**src/rtl/mrmf_pkg.sv**
```systemverilog
// mrmf_pkg: request/result payload types, table entry and command types, MIDI codes.
// Used by every module of the redundant message filter; depends on nothing.
`default_nettype none

package mrmf_pkg;

    localparam int IDX_W = 8;

    localparam logic [7:0] ST_NOTE_ON  = 8'h90;
    localparam logic [7:0] ST_NOTE_OFF = 8'h80;
    localparam logic [7:0] ST_CC       = 8'hB0;
    localparam logic [7:0] NIB_LO      = 8'h0F;
    localparam logic [7:0] NIB_HI      = 8'hF0;

    localparam logic [1:0] KIND_DECISION = 2'd0;
    localparam logic [1:0] KIND_NOTE_OFF = 2'd1;
    localparam logic [1:0] KIND_EMPTY    = 2'd2;

    localparam logic FUNC_MSG   = 1'b0;
    localparam logic FUNC_FLUSH = 1'b1;

    typedef struct packed {
        logic       func;
        logic [3:0] device;
        logic [7:0] status;
        logic [7:0] data1;
        logic [7:0] data2;
    } in_t;

    typedef struct packed {
        logic [1:0] kind;
        logic       pass;
        logic       overflow;
        logic [3:0] out_device;
        logic [7:0] out_status;
        logic [7:0] out_data1;
        logic [7:0] out_data2;
        logic       last;
    } out_t;

    typedef struct packed {
        logic [3:0] dev;
        logic [3:0] chan;
        logic [7:0] num;
        logic [7:0] val;
    } entry_t;

    typedef struct packed {
        logic             wr;
        logic             inval;
        logic             clr_all;
        logic [IDX_W-1:0] idx;
        entry_t           entry;
    } tbl_cmd_t;

    typedef struct packed {
        logic             ack;
        logic             vld;
        logic [IDX_W-1:0] idx;
        entry_t           entry;
    } tbl_rd_t;

    typedef struct packed {
        logic             hit;
        logic [IDX_W-1:0] hit_idx;
        logic [7:0]       hit_val;
        logic             free;
        logic [IDX_W-1:0] free_idx;
    } match_t;

endpackage

`default_nettype wire

```
**src/rtl/midi_redundant_message_filter_core.sv**
```systemverilog
// midi_redundant_message_filter_core: sequencer, request/result registers, note and CC tables.
// Depends on mrmf_pkg, mrmf_table, mrmf_match.
//
//  channel | ports                     | payload
//  --------+---------------------------+------------------
//  request | s_valid s_ready s_data    | mrmf_pkg::in_t
//  result  | m_valid m_ready m_data    | mrmf_pkg::out_t
//
// Note on/off and CC requests scan their table one slot a cycle through the shared
// compare unit. Other messages go straight to the decision.
// Flush: note slots are read in turn, a note off per held note; both tables clear at once.
// Reset clears the valid flops; no clearing pass.
// s_ready is high only while idle; a held result stalls the sequencer at its next result.
`default_nettype none

module midi_redundant_message_filter_core #(
    parameter int NOTE_ENTRIES = 32,
    parameter int CC_ENTRIES   = 32,
    parameter int DEVICE_BITS  = 4
) (
    input  wire             aclk,
    input  wire             aresetn,
    input  wire             s_valid,
    output logic            s_ready,
    input  mrmf_pkg::in_t   s_data,
    output logic            m_valid,
    input  wire             m_ready,
    output mrmf_pkg::out_t  m_data
);

    localparam logic [3:0] DEV_MASK = 4'((1 << DEVICE_BITS) - 1);
    localparam logic [mrmf_pkg::IDX_W-1:0] NOTE_LAST = mrmf_pkg::IDX_W'(NOTE_ENTRIES - 1);
    localparam logic [mrmf_pkg::IDX_W-1:0] CC_LAST   = mrmf_pkg::IDX_W'(CC_ENTRIES - 1);
    localparam logic [mrmf_pkg::IDX_W-1:0] IDX_ONE   = mrmf_pkg::IDX_W'(1);

    localparam logic [2:0] S_IDLE   = 3'd0;
    localparam logic [2:0] S_SCAN   = 3'd1;
    localparam logic [2:0] S_DRAIN  = 3'd2;
    localparam logic [2:0] S_DECIDE = 3'd3;
    localparam logic [2:0] S_PUT    = 3'd4;
    localparam logic [2:0] S_FL_RD  = 3'd5;
    localparam logic [2:0] S_FL_CHK = 3'd6;

    logic [2:0]                 state_reg, state_next;
    mrmf_pkg::in_t              req_reg;
    logic                       sel_cc_reg;
    logic                       flush_reg;
    logic [mrmf_pkg::IDX_W-1:0] scan_idx_reg;
    mrmf_pkg::out_t             res_reg, res_next;
    logic                       m_valid_reg;
    mrmf_pkg::out_t             m_data_reg;

    mrmf_pkg::tbl_cmd_t         note_cmd, cc_cmd;
    mrmf_pkg::tbl_rd_t          note_rd, cc_rd, scan_rd;
    mrmf_pkg::match_t           match;
    logic [NOTE_ENTRIES-1:0]    note_valid;
    logic [CC_ENTRIES-1:0]      cc_valid;
    logic                       note_rd_en, cc_rd_en;

    logic                       accept, put_fire, start;
    logic [3:0]                 dev_key;
    logic [3:0]                 chan;
    logic [7:0]                 st_type, in_type;
    logic                       chan_msg, in_chan_msg, in_note, in_cc;
    logic                       scan_last;
    logic                       notes_above;
    logic                       nz;

    assign accept   = s_valid && s_ready;
    assign put_fire = (state_reg == S_PUT) && (!m_valid_reg || m_ready);
    assign start    = accept;

    assign in_type     = s_data.status & mrmf_pkg::NIB_HI;
    assign in_chan_msg = s_data.status[7] && (in_type != mrmf_pkg::NIB_HI);
    assign in_note     = in_chan_msg &&
                         ((in_type == mrmf_pkg::ST_NOTE_ON) || (in_type == mrmf_pkg::ST_NOTE_OFF));
    assign in_cc       = in_chan_msg && (in_type == mrmf_pkg::ST_CC);

    assign dev_key  = req_reg.device & DEV_MASK;
    assign chan     = 4'(req_reg.status & mrmf_pkg::NIB_LO);
    assign st_type  = req_reg.status & mrmf_pkg::NIB_HI;
    assign chan_msg = req_reg.status[7] && (st_type != mrmf_pkg::NIB_HI);
    assign nz       = (req_reg.data2 != 8'd0);

    assign scan_last   = sel_cc_reg ? (scan_idx_reg == CC_LAST) : (scan_idx_reg == NOTE_LAST);
    assign notes_above = |(note_valid >> ({1'b0, note_rd.idx} + 9'd1));

    assign note_rd_en = ((state_reg == S_SCAN) && !sel_cc_reg) || (state_reg == S_FL_RD);
    assign cc_rd_en   = (state_reg == S_SCAN) && sel_cc_reg;
    assign scan_rd    = sel_cc_reg ? cc_rd : note_rd;

    mrmf_table #(.DEPTH(NOTE_ENTRIES)) u_note_tbl (
        .aclk      (aclk),
        .aresetn   (aresetn),
        .rd_en     (note_rd_en),
        .rd_idx    (scan_idx_reg),
        .cmd       (note_cmd),
        .rd        (note_rd),
        .valid_vec (note_valid)
    );

    mrmf_table #(.DEPTH(CC_ENTRIES)) u_cc_tbl (
        .aclk      (aclk),
        .aresetn   (aresetn),
        .rd_en     (cc_rd_en),
        .rd_idx    (scan_idx_reg),
        .cmd       (cc_cmd),
        .rd        (cc_rd),
        .valid_vec (cc_valid)
    );

    mrmf_match u_match (
        .aclk     (aclk),
        .aresetn  (aresetn),
        .start    (start),
        .rd       (scan_rd),
        .key_dev  (dev_key),
        .key_chan (chan),
        .key_num  (req_reg.data1),
        .res      (match)
    );

    always_comb begin
        state_next = state_reg;
        res_next   = res_reg;
        note_cmd   = '0;
        cc_cmd     = '0;
        unique case (state_reg)
            S_IDLE: begin
                if (accept) begin
                    if (s_data.func == mrmf_pkg::FUNC_FLUSH) begin
                        if (note_valid == '0) begin
                            res_next      = '0;
                            res_next.kind = mrmf_pkg::KIND_EMPTY;
                            res_next.last = 1'b1;
                            state_next    = S_PUT;
                        end else begin
                            state_next = S_FL_RD;
                        end
                    end else if (in_note || in_cc) begin
                        state_next = S_SCAN;
                    end else begin
                        state_next = S_DECIDE;
                    end
                end
            end
            S_SCAN: begin
                if (scan_last) begin
                    state_next = S_DRAIN;
                end
            end
            S_DRAIN: begin
                state_next = S_DECIDE;
            end
            S_DECIDE: begin
                res_next.kind       = mrmf_pkg::KIND_DECISION;
                res_next.pass       = 1'b1;
                res_next.overflow   = 1'b0;
                res_next.out_device = dev_key;
                res_next.out_status = req_reg.status;
                res_next.out_data1  = req_reg.data1;
                res_next.out_data2  = req_reg.data2;
                res_next.last       = 1'b1;
                if (chan_msg && (st_type == mrmf_pkg::ST_NOTE_ON)) begin
                    note_cmd.entry = '{dev: dev_key, chan: chan, num: req_reg.data1,
                                       val: {7'd0, nz}};
                    if (match.hit) begin
                        note_cmd.idx = match.hit_idx;
                        if (match.hit_val[0] != nz) begin
                            note_cmd.wr = 1'b1;
                        end else begin
                            res_next.pass = 1'b0;
                        end
                    end else if (match.free) begin
                        note_cmd.idx = match.free_idx;
                        note_cmd.wr  = 1'b1;
                    end else begin
                        res_next.overflow = 1'b1;
                    end
                end else if (chan_msg && (st_type == mrmf_pkg::ST_NOTE_OFF)) begin
                    if (match.hit) begin
                        note_cmd.idx   = match.hit_idx;
                        note_cmd.inval = 1'b1;
                    end else begin
                        res_next.pass = 1'b0;
                    end
                end else if (chan_msg && (st_type == mrmf_pkg::ST_CC)) begin
                    cc_cmd.entry = '{dev: dev_key, chan: chan, num: req_reg.data1,
                                     val: req_reg.data2};
                    if (match.hit) begin
                        cc_cmd.idx = match.hit_idx;
                        if (match.hit_val != req_reg.data2) begin
                            cc_cmd.wr = 1'b1;
                        end else begin
                            res_next.pass = 1'b0;
                        end
                    end else if (match.free) begin
                        cc_cmd.idx = match.free_idx;
                        cc_cmd.wr  = 1'b1;
                    end else begin
                        res_next.overflow = 1'b1;
                    end
                end
                state_next = S_PUT;
            end
            S_PUT: begin
                if (put_fire) begin
                    if (flush_reg && res_reg.last) begin
                        note_cmd.clr_all = 1'b1;
                        cc_cmd.clr_all   = 1'b1;
                        state_next       = S_IDLE;
                    end else if (flush_reg) begin
                        state_next = S_FL_RD;
                    end else begin
                        state_next = S_IDLE;
                    end
                end
            end
            S_FL_RD: begin
                state_next = S_FL_CHK;
            end
            S_FL_CHK: begin
                if (note_rd.vld) begin
                    res_next.kind       = mrmf_pkg::KIND_NOTE_OFF;
                    res_next.pass       = 1'b1;
                    res_next.overflow   = 1'b0;
                    res_next.out_device = note_rd.entry.dev;
                    res_next.out_status = mrmf_pkg::ST_NOTE_OFF | {4'd0, note_rd.entry.chan};
                    res_next.out_data1  = note_rd.entry.num;
                    res_next.out_data2  = 8'd0;
                    res_next.last       = !notes_above;
                    state_next          = S_PUT;
                end else begin
                    state_next = S_FL_RD;
                end
            end
            default: begin
                state_next = S_IDLE;
            end
        endcase
    end

    always_ff @(posedge aclk) begin
        if (!aresetn) begin
            state_reg   <= S_IDLE;
            m_valid_reg <= 1'b0;
            flush_reg   <= 1'b0;
            sel_cc_reg  <= 1'b0;
        end else begin
            state_reg <= state_next;
            if (put_fire) begin
                m_valid_reg <= 1'b1;
            end else if (m_ready) begin
                m_valid_reg <= 1'b0;
            end
            if (accept) begin
                flush_reg  <= (s_data.func == mrmf_pkg::FUNC_FLUSH);
                sel_cc_reg <= in_cc && (s_data.func == mrmf_pkg::FUNC_MSG);
            end
        end
    end

    always_ff @(posedge aclk) begin
        res_reg <= res_next;
        if (accept) begin
            req_reg <= s_data;
        end
        if (accept) begin
            scan_idx_reg <= '0;
        end else if ((state_reg == S_SCAN) && !scan_last) begin
            scan_idx_reg <= scan_idx_reg + IDX_ONE;
        end else if ((state_reg == S_FL_CHK) && !note_rd.vld) begin
            scan_idx_reg <= scan_idx_reg + IDX_ONE;
        end else if (put_fire && flush_reg && !res_reg.last) begin
            scan_idx_reg <= scan_idx_reg + IDX_ONE;
        end
        if (put_fire) begin
            m_data_reg <= res_reg;
        end
    end

    assign s_ready = (state_reg == S_IDLE);
    assign m_valid = m_valid_reg;
    assign m_data  = m_data_reg;

`ifndef SYNTHESIS
    a_flush_clears: assert property (@(posedge aclk) disable iff (!aresetn)
        (put_fire && flush_reg && res_reg.last) |=> (note_valid == '0) && (cc_valid == '0))
        else $error("tables not cleared after flush");

    a_decision_last: assert property (@(posedge aclk) disable iff (!aresetn)
        (m_valid && (m_data.kind == mrmf_pkg::KIND_DECISION)) |-> m_data.last)
        else $error("decision result without last");

    a_noteoff_form: assert property (@(posedge aclk) disable iff (!aresetn)
        (m_valid && (m_data.kind == mrmf_pkg::KIND_NOTE_OFF)) |->
        (m_data.pass && !m_data.overflow && (m_data.out_data2 == 8'd0)))
        else $error("malformed generated note off");

    a_idle_between: assert property (@(posedge aclk) disable iff (!aresetn)
        accept |=> !s_ready)
        else $error("request taken while busy");
`endif

endmodule

`default_nettype wire

```
**src/rtl/mrmf_table.sv**
```systemverilog
// mrmf_table: one key/value table, entry memory with registered read plus valid flops.
// Depends on mrmf_pkg.
`default_nettype none

module mrmf_table #(
    parameter int DEPTH = 32
) (
    input  wire                           aclk,
    input  wire                           aresetn,
    input  wire                           rd_en,
    input  wire  [mrmf_pkg::IDX_W-1:0]    rd_idx,
    input  mrmf_pkg::tbl_cmd_t            cmd,
    output mrmf_pkg::tbl_rd_t             rd,
    output logic [DEPTH-1:0]              valid_vec
);

    localparam int IW = (DEPTH > 1) ? $clog2(DEPTH) : 1;

    mrmf_pkg::entry_t               mem [DEPTH];
    logic [DEPTH-1:0]               valid_reg;
    logic                           rd_ack_reg;
    logic                           rd_vld_reg;
    logic [mrmf_pkg::IDX_W-1:0]     rd_idx_reg;
    mrmf_pkg::entry_t               rd_entry_reg;

    always_ff @(posedge aclk) begin
        if (cmd.wr) begin
            mem[cmd.idx[IW-1:0]] <= cmd.entry;
        end
        rd_entry_reg <= mem[rd_idx[IW-1:0]];
        rd_vld_reg   <= valid_reg[rd_idx[IW-1:0]];
        rd_idx_reg   <= rd_idx;
    end

    always_ff @(posedge aclk) begin
        if (!aresetn) begin
            valid_reg  <= '0;
            rd_ack_reg <= 1'b0;
        end else begin
            rd_ack_reg <= rd_en;
            if (cmd.clr_all) begin
                valid_reg <= '0;
            end else if (cmd.wr) begin
                valid_reg[cmd.idx[IW-1:0]] <= 1'b1;
            end else if (cmd.inval) begin
                valid_reg[cmd.idx[IW-1:0]] <= 1'b0;
            end
        end
    end

    assign rd.ack    = rd_ack_reg;
    assign rd.vld    = rd_vld_reg;
    assign rd.idx    = rd_idx_reg;
    assign rd.entry  = rd_entry_reg;
    assign valid_vec = valid_reg;

endmodule

`default_nettype wire

```
**src/rtl/mrmf_match.sv**
```systemverilog
// mrmf_match: shared key compare unit, tracks first matching and first free slot over a scan.
// Depends on mrmf_pkg.
`default_nettype none

module mrmf_match (
    input  wire                 aclk,
    input  wire                 aresetn,
    input  wire                 start,
    input  mrmf_pkg::tbl_rd_t   rd,
    input  wire  [3:0]          key_dev,
    input  wire  [3:0]          key_chan,
    input  wire  [7:0]          key_num,
    output mrmf_pkg::match_t    res
);

    logic                       hit_reg;
    logic                       free_reg;
    logic [mrmf_pkg::IDX_W-1:0] hit_idx_reg;
    logic [mrmf_pkg::IDX_W-1:0] free_idx_reg;
    logic [7:0]                 hit_val_reg;
    logic                       key_eq;

    assign key_eq = (rd.entry.dev == key_dev) && (rd.entry.chan == key_chan) &&
                    (rd.entry.num == key_num);

    always_ff @(posedge aclk) begin
        if (!aresetn) begin
            hit_reg  <= 1'b0;
            free_reg <= 1'b0;
        end else if (start) begin
            hit_reg  <= 1'b0;
            free_reg <= 1'b0;
        end else if (rd.ack) begin
            if (rd.vld && key_eq && !hit_reg) begin
                hit_reg <= 1'b1;
            end
            if (!rd.vld && !free_reg) begin
                free_reg <= 1'b1;
            end
        end
    end

    always_ff @(posedge aclk) begin
        if (rd.ack && rd.vld && key_eq && !hit_reg) begin
            hit_idx_reg <= rd.idx;
            hit_val_reg <= rd.entry.val;
        end
        if (rd.ack && !rd.vld && !free_reg) begin
            free_idx_reg <= rd.idx;
        end
    end

    assign res.hit      = hit_reg;
    assign res.hit_idx  = hit_idx_reg;
    assign res.hit_val  = hit_val_reg;
    assign res.free     = free_reg;
    assign res.free_idx = free_idx_reg;

endmodule

`default_nettype wire

```
**config.mk**
```make
export PLATFORM = sky130hd
export DESIGN_NAME = midi_redundant_message_filter_core
export DESIGN_NICKNAME = d
export VERILOG_FILES = /design/src/rtl/mrmf_pkg.sv /design/src/rtl/midi_redundant_message_filter_core.sv /design/src/rtl/mrmf_table.sv /design/src/rtl/mrmf_match.sv
export SDC_FILE = /design/constraint.sdc
export NUM_CORES = 2
export LEC_CHECK = 0
export BUFFER_PORTS_ARGS = -buffer_cell sky130_fd_sc_hd__buf_2
export CAP_MARGIN = 0
export CORE_ASPECT_RATIO = 1.1
export CORE_MARGIN = 10
export CORE_UTILIZATION = 37
export DETAILED_ROUTE_END_ITERATION = 6
export GPL_ROUTABILITY_DRIVEN = 0
export GPL_TIMING_DRIVEN = 0
export PLACE_DENSITY_LB_ADDON = 0.1
export REMOVE_ABC_BUFFERS = 1
export SYNTH_ARGS = -nofsm -noshare
export SYNTH_HDL_FRONTEND = slang
export SYNTH_SLANG_ARGS = --single-unit
```
**constraint.sdc**
```tcl
create_clock -name aclk -period 3.6 [get_ports aclk]
set_input_delay 0.18 -clock aclk [delete_from_list [all_inputs] [get_ports aclk]]
set_output_delay 0.18 -clock aclk [all_outputs]
set_load 0.02 [all_outputs]
```
After elaboration in Yosys (flattened, before gate mapping)
Memory sizes are Yosys's and may differ from the RTL's. A register that Yosys moved wholly into a read port is not among the register bits.
Cells that the tools add are included.

cells by class
  add/sub/neg operators = 2
  $lt $le $gt $ge = 5
  equal/unequal tests = 26
  shift operators = 1
  muxes and demuxes = 71
  bitwise operators = 6
  reductions and logical operators = 56

operator list
  kind                 count
  $mux 29              5
  $mux 33              4
  $pmux 33 s3          1
  $mux 32              2
  $or 32x32->32        2
  $mux 1               34
  $mux 34              1
  $and 32x32->32       1
  $logic_not 32->1     1
  $not 32->32          1
  $reduce_or 32->1     1
  $shr 32x9->32        1
  $logic_and 1x1->1    29
  $mux 5               5
  $eq 4x4->1 const B   6
  $mux 24              1
  $mux 8               3
  $pmux 3 s7           1
  $lt 5x6->1 const B   3
  $mux 3               6
  $bmux 1 s5           2
  $demux 1 s5          2
  $ge 5x1->1 const B   2
  $add 8x1->9 const B  1
  24 further kinds     52

word-level totals
  bits in registers = 204
  bits in writable memories = 1,536
  output and inout port bits = 35
  memories kept = 2

memory list
  memory          depth  bits a word  rd ports  clocked after Yosys merged registers in  wr ports  RTL line          RTL
  u_cc_tbl.mem    32     24           1         1                                        1         mrmf_table.sv:19  mrmf_pkg::entry_t mem [DEPTH];
  u_note_tbl.mem  32     24           1         1                                        1         mrmf_table.sv:19

Longest topological paths before layout
  word-level depth = 14
  gate-level depth with buffers = 10
  mapped depth without buffers = 8

Hierarchy
From an unflattened synthesis, not the netlist that was laid out.

second synthesis, totals
  cells, all modules = 4,364
  area total of the unflattened synthesis = 71,180.8 um^2

modules (own cells, without submodules)
  module                              times used  cells an instance  area each (um^2)  seq. area each (um^2)
  mrmf_table                          2           1,910              32,276.0          24,383.4
  midi_redundant_message_filter_core  1           480                5,575.3           3,103.0
  mrmf_match                          1           64                 1,053.5           760.7

Worst setup path after synthesis
OpenSTA, ideal clock, no wires.

  kind = register to register
  start point = register state_reg[2]
  end point = memory u_cc_tbl.mem[7][0] (netlist bit), enable pin
  library setup time = 0.438 ns
  arrival = 3.231 ns
  path slack = -0.069 ns
  cell stages (with the launch flop) = 9
  path through = dfxtp_1 > buf_2 > and3b_2 > and3_1 > clkbuf_2 > nand2_1 > nor2_1 > nand4b_1 > nor3_1

on the way
  cells in the longest elaborated chain, start to end = 4
  elaborated cells between the ends (all ways) = 5
  classes of those cells = eq/ne: 1; mux: 4

RTL lines
  element                       RTL line                                   RTL
  start, declared               midi_redundant_message_filter_core.sv:44   logic [2:0] state_reg, state_next;
  start signal, assigned        midi_redundant_message_filter_core.sv:250  state_reg <= state_next;
  $eq 3x2->1 *                  midi_redundant_message_filter_core.sv:128  unique case (state_reg)
  $mux 1                        midi_redundant_message_filter_core.sv:128
  $mux 1                        mrmf_table.sv:27                           if (cmd.wr) begin
  $mux 1 (implied by the code)  mrmf_table.sv:28                           mem[cmd.idx[IW-1:0]] <= cmd.entry;
  end, declared                 mrmf_table.sv:19

Every way passes the cells marked *; elsewhere a longest branch is shown, timed or not.

Worst setup path in the final report
  start point = register state_reg[2]
  end point = memory u_cc_tbl.mem[7][17] (netlist bit), enable pin

Same word-level chain as after synthesis.

==> results.py <==
metrics = {
    "outcome": {
        "outcome": "finished with violations",
        "violations": "design-rule violations",
    },
    "die": {
        "die_w_um": 404,
        "core_um2": 161000,
        "dieArea_um2": 179000,
        "initial_utilization_pct": 37.3,
        "io_pins": 68,
        "die_y_um": 442,
        "fp-row-count": 154,
    },
    "routing": {
        "num_vias": 29687,
        "via_per_inst": 5.56,
        "routed_wl_um": 171000,
        "first_pass_iters": 7,
        "antenna_left": 0,
        "wl_per_cell_um": 32.0,
        "drt-initial-drc-count": 2858,
        "drc_errors": 3,
    },
    "synthesis": {
        "synthDistinctLibCells": 71,
        "synth_area_um2": 60000,
        "seq_area_frac_synth_pct": 75.7,
        "synth.area.mux_share_pct": 17.5,
        "async_flop_share_pct": 0,
        "synth_compound_area_share_pct": 2.15,
        "synth_xor_area_share_pct": 0.452,
        "synthFlopType": "edfxtp_1",
        "synth_edf_count": 1424,
        "synth-simple-area-share_pct": 2.84,
        "synth_warnings": 0,
        "netlist_instances": 2793,
        "avgSynthCellArea_um2": 21.5,
        "ys_ff_latch": 1557,
        "synth_top_family_by_area": "multiplexers",
        "synth-adder-area-share_pct": 0.0209,
    },
    "clock_tree": {
        "cts_tree": "yes",
        "insertion_delay_ps": 820,
        "clockBufferDepth": 3,
        "clk_pin_slew_worst_paths_ps": 60,
        "clkSinkCount": 1557,
        "htreeDepth": 4,
        "numCtsBuffers": 166,
        "cts-root-buf": "clkbuf_16",
    },
    "timing": {
        "setup_viol_count_final": 0,
        "finalMaxSlewViolations": 0,
        "fmax_mhz": 281,
        "finalCritPeriodShare_pct": 98.7,
        "hold_ws_ps": 82.8,
        "worstMarginPinSlew_ps": 1480,
        "setup_slack_ps": 47.1,
        "worst_slew_margin_rel_pct": 1.50,
        "skew_ps": 41.5,
        "layout_min_cycle_time_ps": 3550,
        "final-hold-violation-count": 0,
        "final.setup.tns_ps": 0,
    },
    "placed_design": {
        "hpwl_um": 102000,
        "dp_slack_ps": -1700,
        "port_buffers": 67,
    },
    "grt": {
        "grt-ovfl-total": 0,
        "grt_max_degree": 58,
        "grt_pass1_wl_um": 239000,
        "grt_usage_pct": 18.9,
        "antenna_found_initial": 6,
        "grt_pass1_vias": 31261,
    },
    "worst_setup_path": {
        "cp.arrival_ps": 4060,
        "critPathCaptureType": "flop",
        "crit_fanout": 14,
        "critPathKind": "reg -> reg",
        "cp-start-kind": "flop",
        "cp.required_ps": 4110,
    },
    "final_layout": {
        "area_growth_pct": 19.1,
        "multiInputGateArea_um2": 14100,
        "drive_gt1_share_pct": 32.9,
        "fillCellCount": 13647,
        "final_common_cell": "edfxtp_1",
        "fin_nets": 3132,
        "seq_area_um2": 45400,
        "layout_common_cells": "edfxtp_1, mux4_2, clkbuf_16",
        "largest_register_ffs": 768,
    },
    "power": {
        "finalPower_mw": 42.6,
        "cellInternalPower_mw": 31.7,
        "power.switching_mw": 10.8,
        "peakVddDrop_v": 0.000419,
        "sw_frac_of_total_pct": 25.5,
        "power_density_nw_per_um2": 596,
        "power.share.clock_pct": 38.0,
        "p_comb_share_pct": 13.6,
        "seqPwrFrac_pct": 48.4,
        "leakage_nw": 19.4,
    },
    "worst_hold_path": {
        "worstHoldPathType": "in -> reg",
    },
    "run": {
        "cap_violations": 0,
    },
}
[kinds of logic after synthesis]
logic type | count (synthesis)
flip-flops | 1557
multiplexers | 504
AND/OR/NAND/NOR | 319
AO/OA/AOI/OAI | 191
buffers and inverters | 190
XOR/XNOR | 31
adder cells (fa/ha/maj) | 1
[power groups by stage]
stage | combinational, mW | sequential [mW] | clock, mW
2_1_floorplan | 2.24 | 21.2 | 0
3_3_place_gp | 2.54 | 21.3 | 0
3_5_place_dp | 5.54 | 21.0 | 0
4_1_cts | 5.68 | 20.7 | 16.6
5_1_grt | 6.17 | 20.6 | 17.3
6_report | 5.78 | 20.6 | 16.2
[final cells by class]
cell class,instances,area share (%)
timing repair buffer,278,5.38
clock inverter,72,0.897
multi-input combinational,1049,19.8
antenna,4,0.0140
clock buffer,226,6.22
sequential,1557,63.6
inverter,46,0.405
tap,2106,3.69
[through the flow]
stage / cell area [um2] / utilization (%) / cells
finish: 71400 / 44.5 / 5338
global route: 71400 / 44.5 / 5334
CTS: 71200 / 44.3 / 5321
detailed placement: 64200 / 40.0 / 4892
global placement: 62300 / 38.8 / 4822
floorplan: 59400 / - / 2649
[routing by layer]
metal	wire [um]	track usage (%)	part of all wire, %	vias to the layer above
li1	-	-	-	12263
met5	0	0	0	-
met3	9120	3.32	5.3	257
met4	4630	5.44	2.7	0
met1	69400	24.3	41	16202
met2	87900	32.5	51	965
[worst paths after layout]
| path | start | endpoint | slack [ps] | depth (start not counted) |
|---|---|---|---|---|
| setup / recovery | state_reg[2]$_SDFFE_PN0P_ | u_cc_tbl.mem[7][17]$_DFFE_PP_ | 50 | 10 |
| hold / removal | s_data[6] | req_reg[6]$_DFFE_PP_ | 80 | 2 |
| hold reg to reg | scan_idx_reg[7]$_SDFFE_PP0P_ | u_cc_tbl.rd_idx_reg[7]$_DFF_P_ | 390 | 0 |
| setup reg to reg | state_reg[2]$_SDFFE_PN0P_ | u_cc_tbl.mem[7][17]$_DFFE_PP_ | 50 | 10 |
[synthesized netlist by cell type, types with 5 or more instances]
cell      count  area share, %
dfxtp_1     133            4.4
nand2_2       7          0.073
mux4_2      430             16
a21oi_1      44           0.37
a21oi_2       7           0.10
nand4_1       9          0.094
and2_1       28           0.29
nand3_1      15           0.13
nor4_1        7          0.073
or3_1         6          0.063
nand2_1      73           0.46
clkbuf_1     89           0.56
o21ai_0      47           0.39
xor2_1       21           0.31
o21a_1       34           0.43
edfxtp_1   1424             71
xnor2_1      10           0.15
and3_1       44           0.46
nor2b_1       7          0.073
nor3_1       13           0.11
buf_1         5          0.031
buf_6         6           0.11
inv_1        43           0.27
a22oi_1       5          0.063
buf_2        41           0.34
mux2_2       45           0.84
a32oi_1       6          0.088
nor2_1       79           0.49
mux2i_1      29           0.48
a22o_1       19           0.28
[worst max-delay path: stages, from the launching register on]
cell and delay, ps:
dfxtp_1 510, and3b_4 580, and3_4 480, nand2_2 240, nor2_1 210, nand4b_1 120
buf_4 200, nor3_4 340, buf_6 220, buf_6 160, buf_6 160
[what timing repair did]
item,in CTS,in global routing
pin swaps,30,1
hold buffers,33,0
endpoints found under the hold margin,38,0
cloned,3,2
setup buffers,95,10
endpoints found under the setup margin,2675,195
gates resized for setup,53,2
Power figures use the tool's default switching activity.
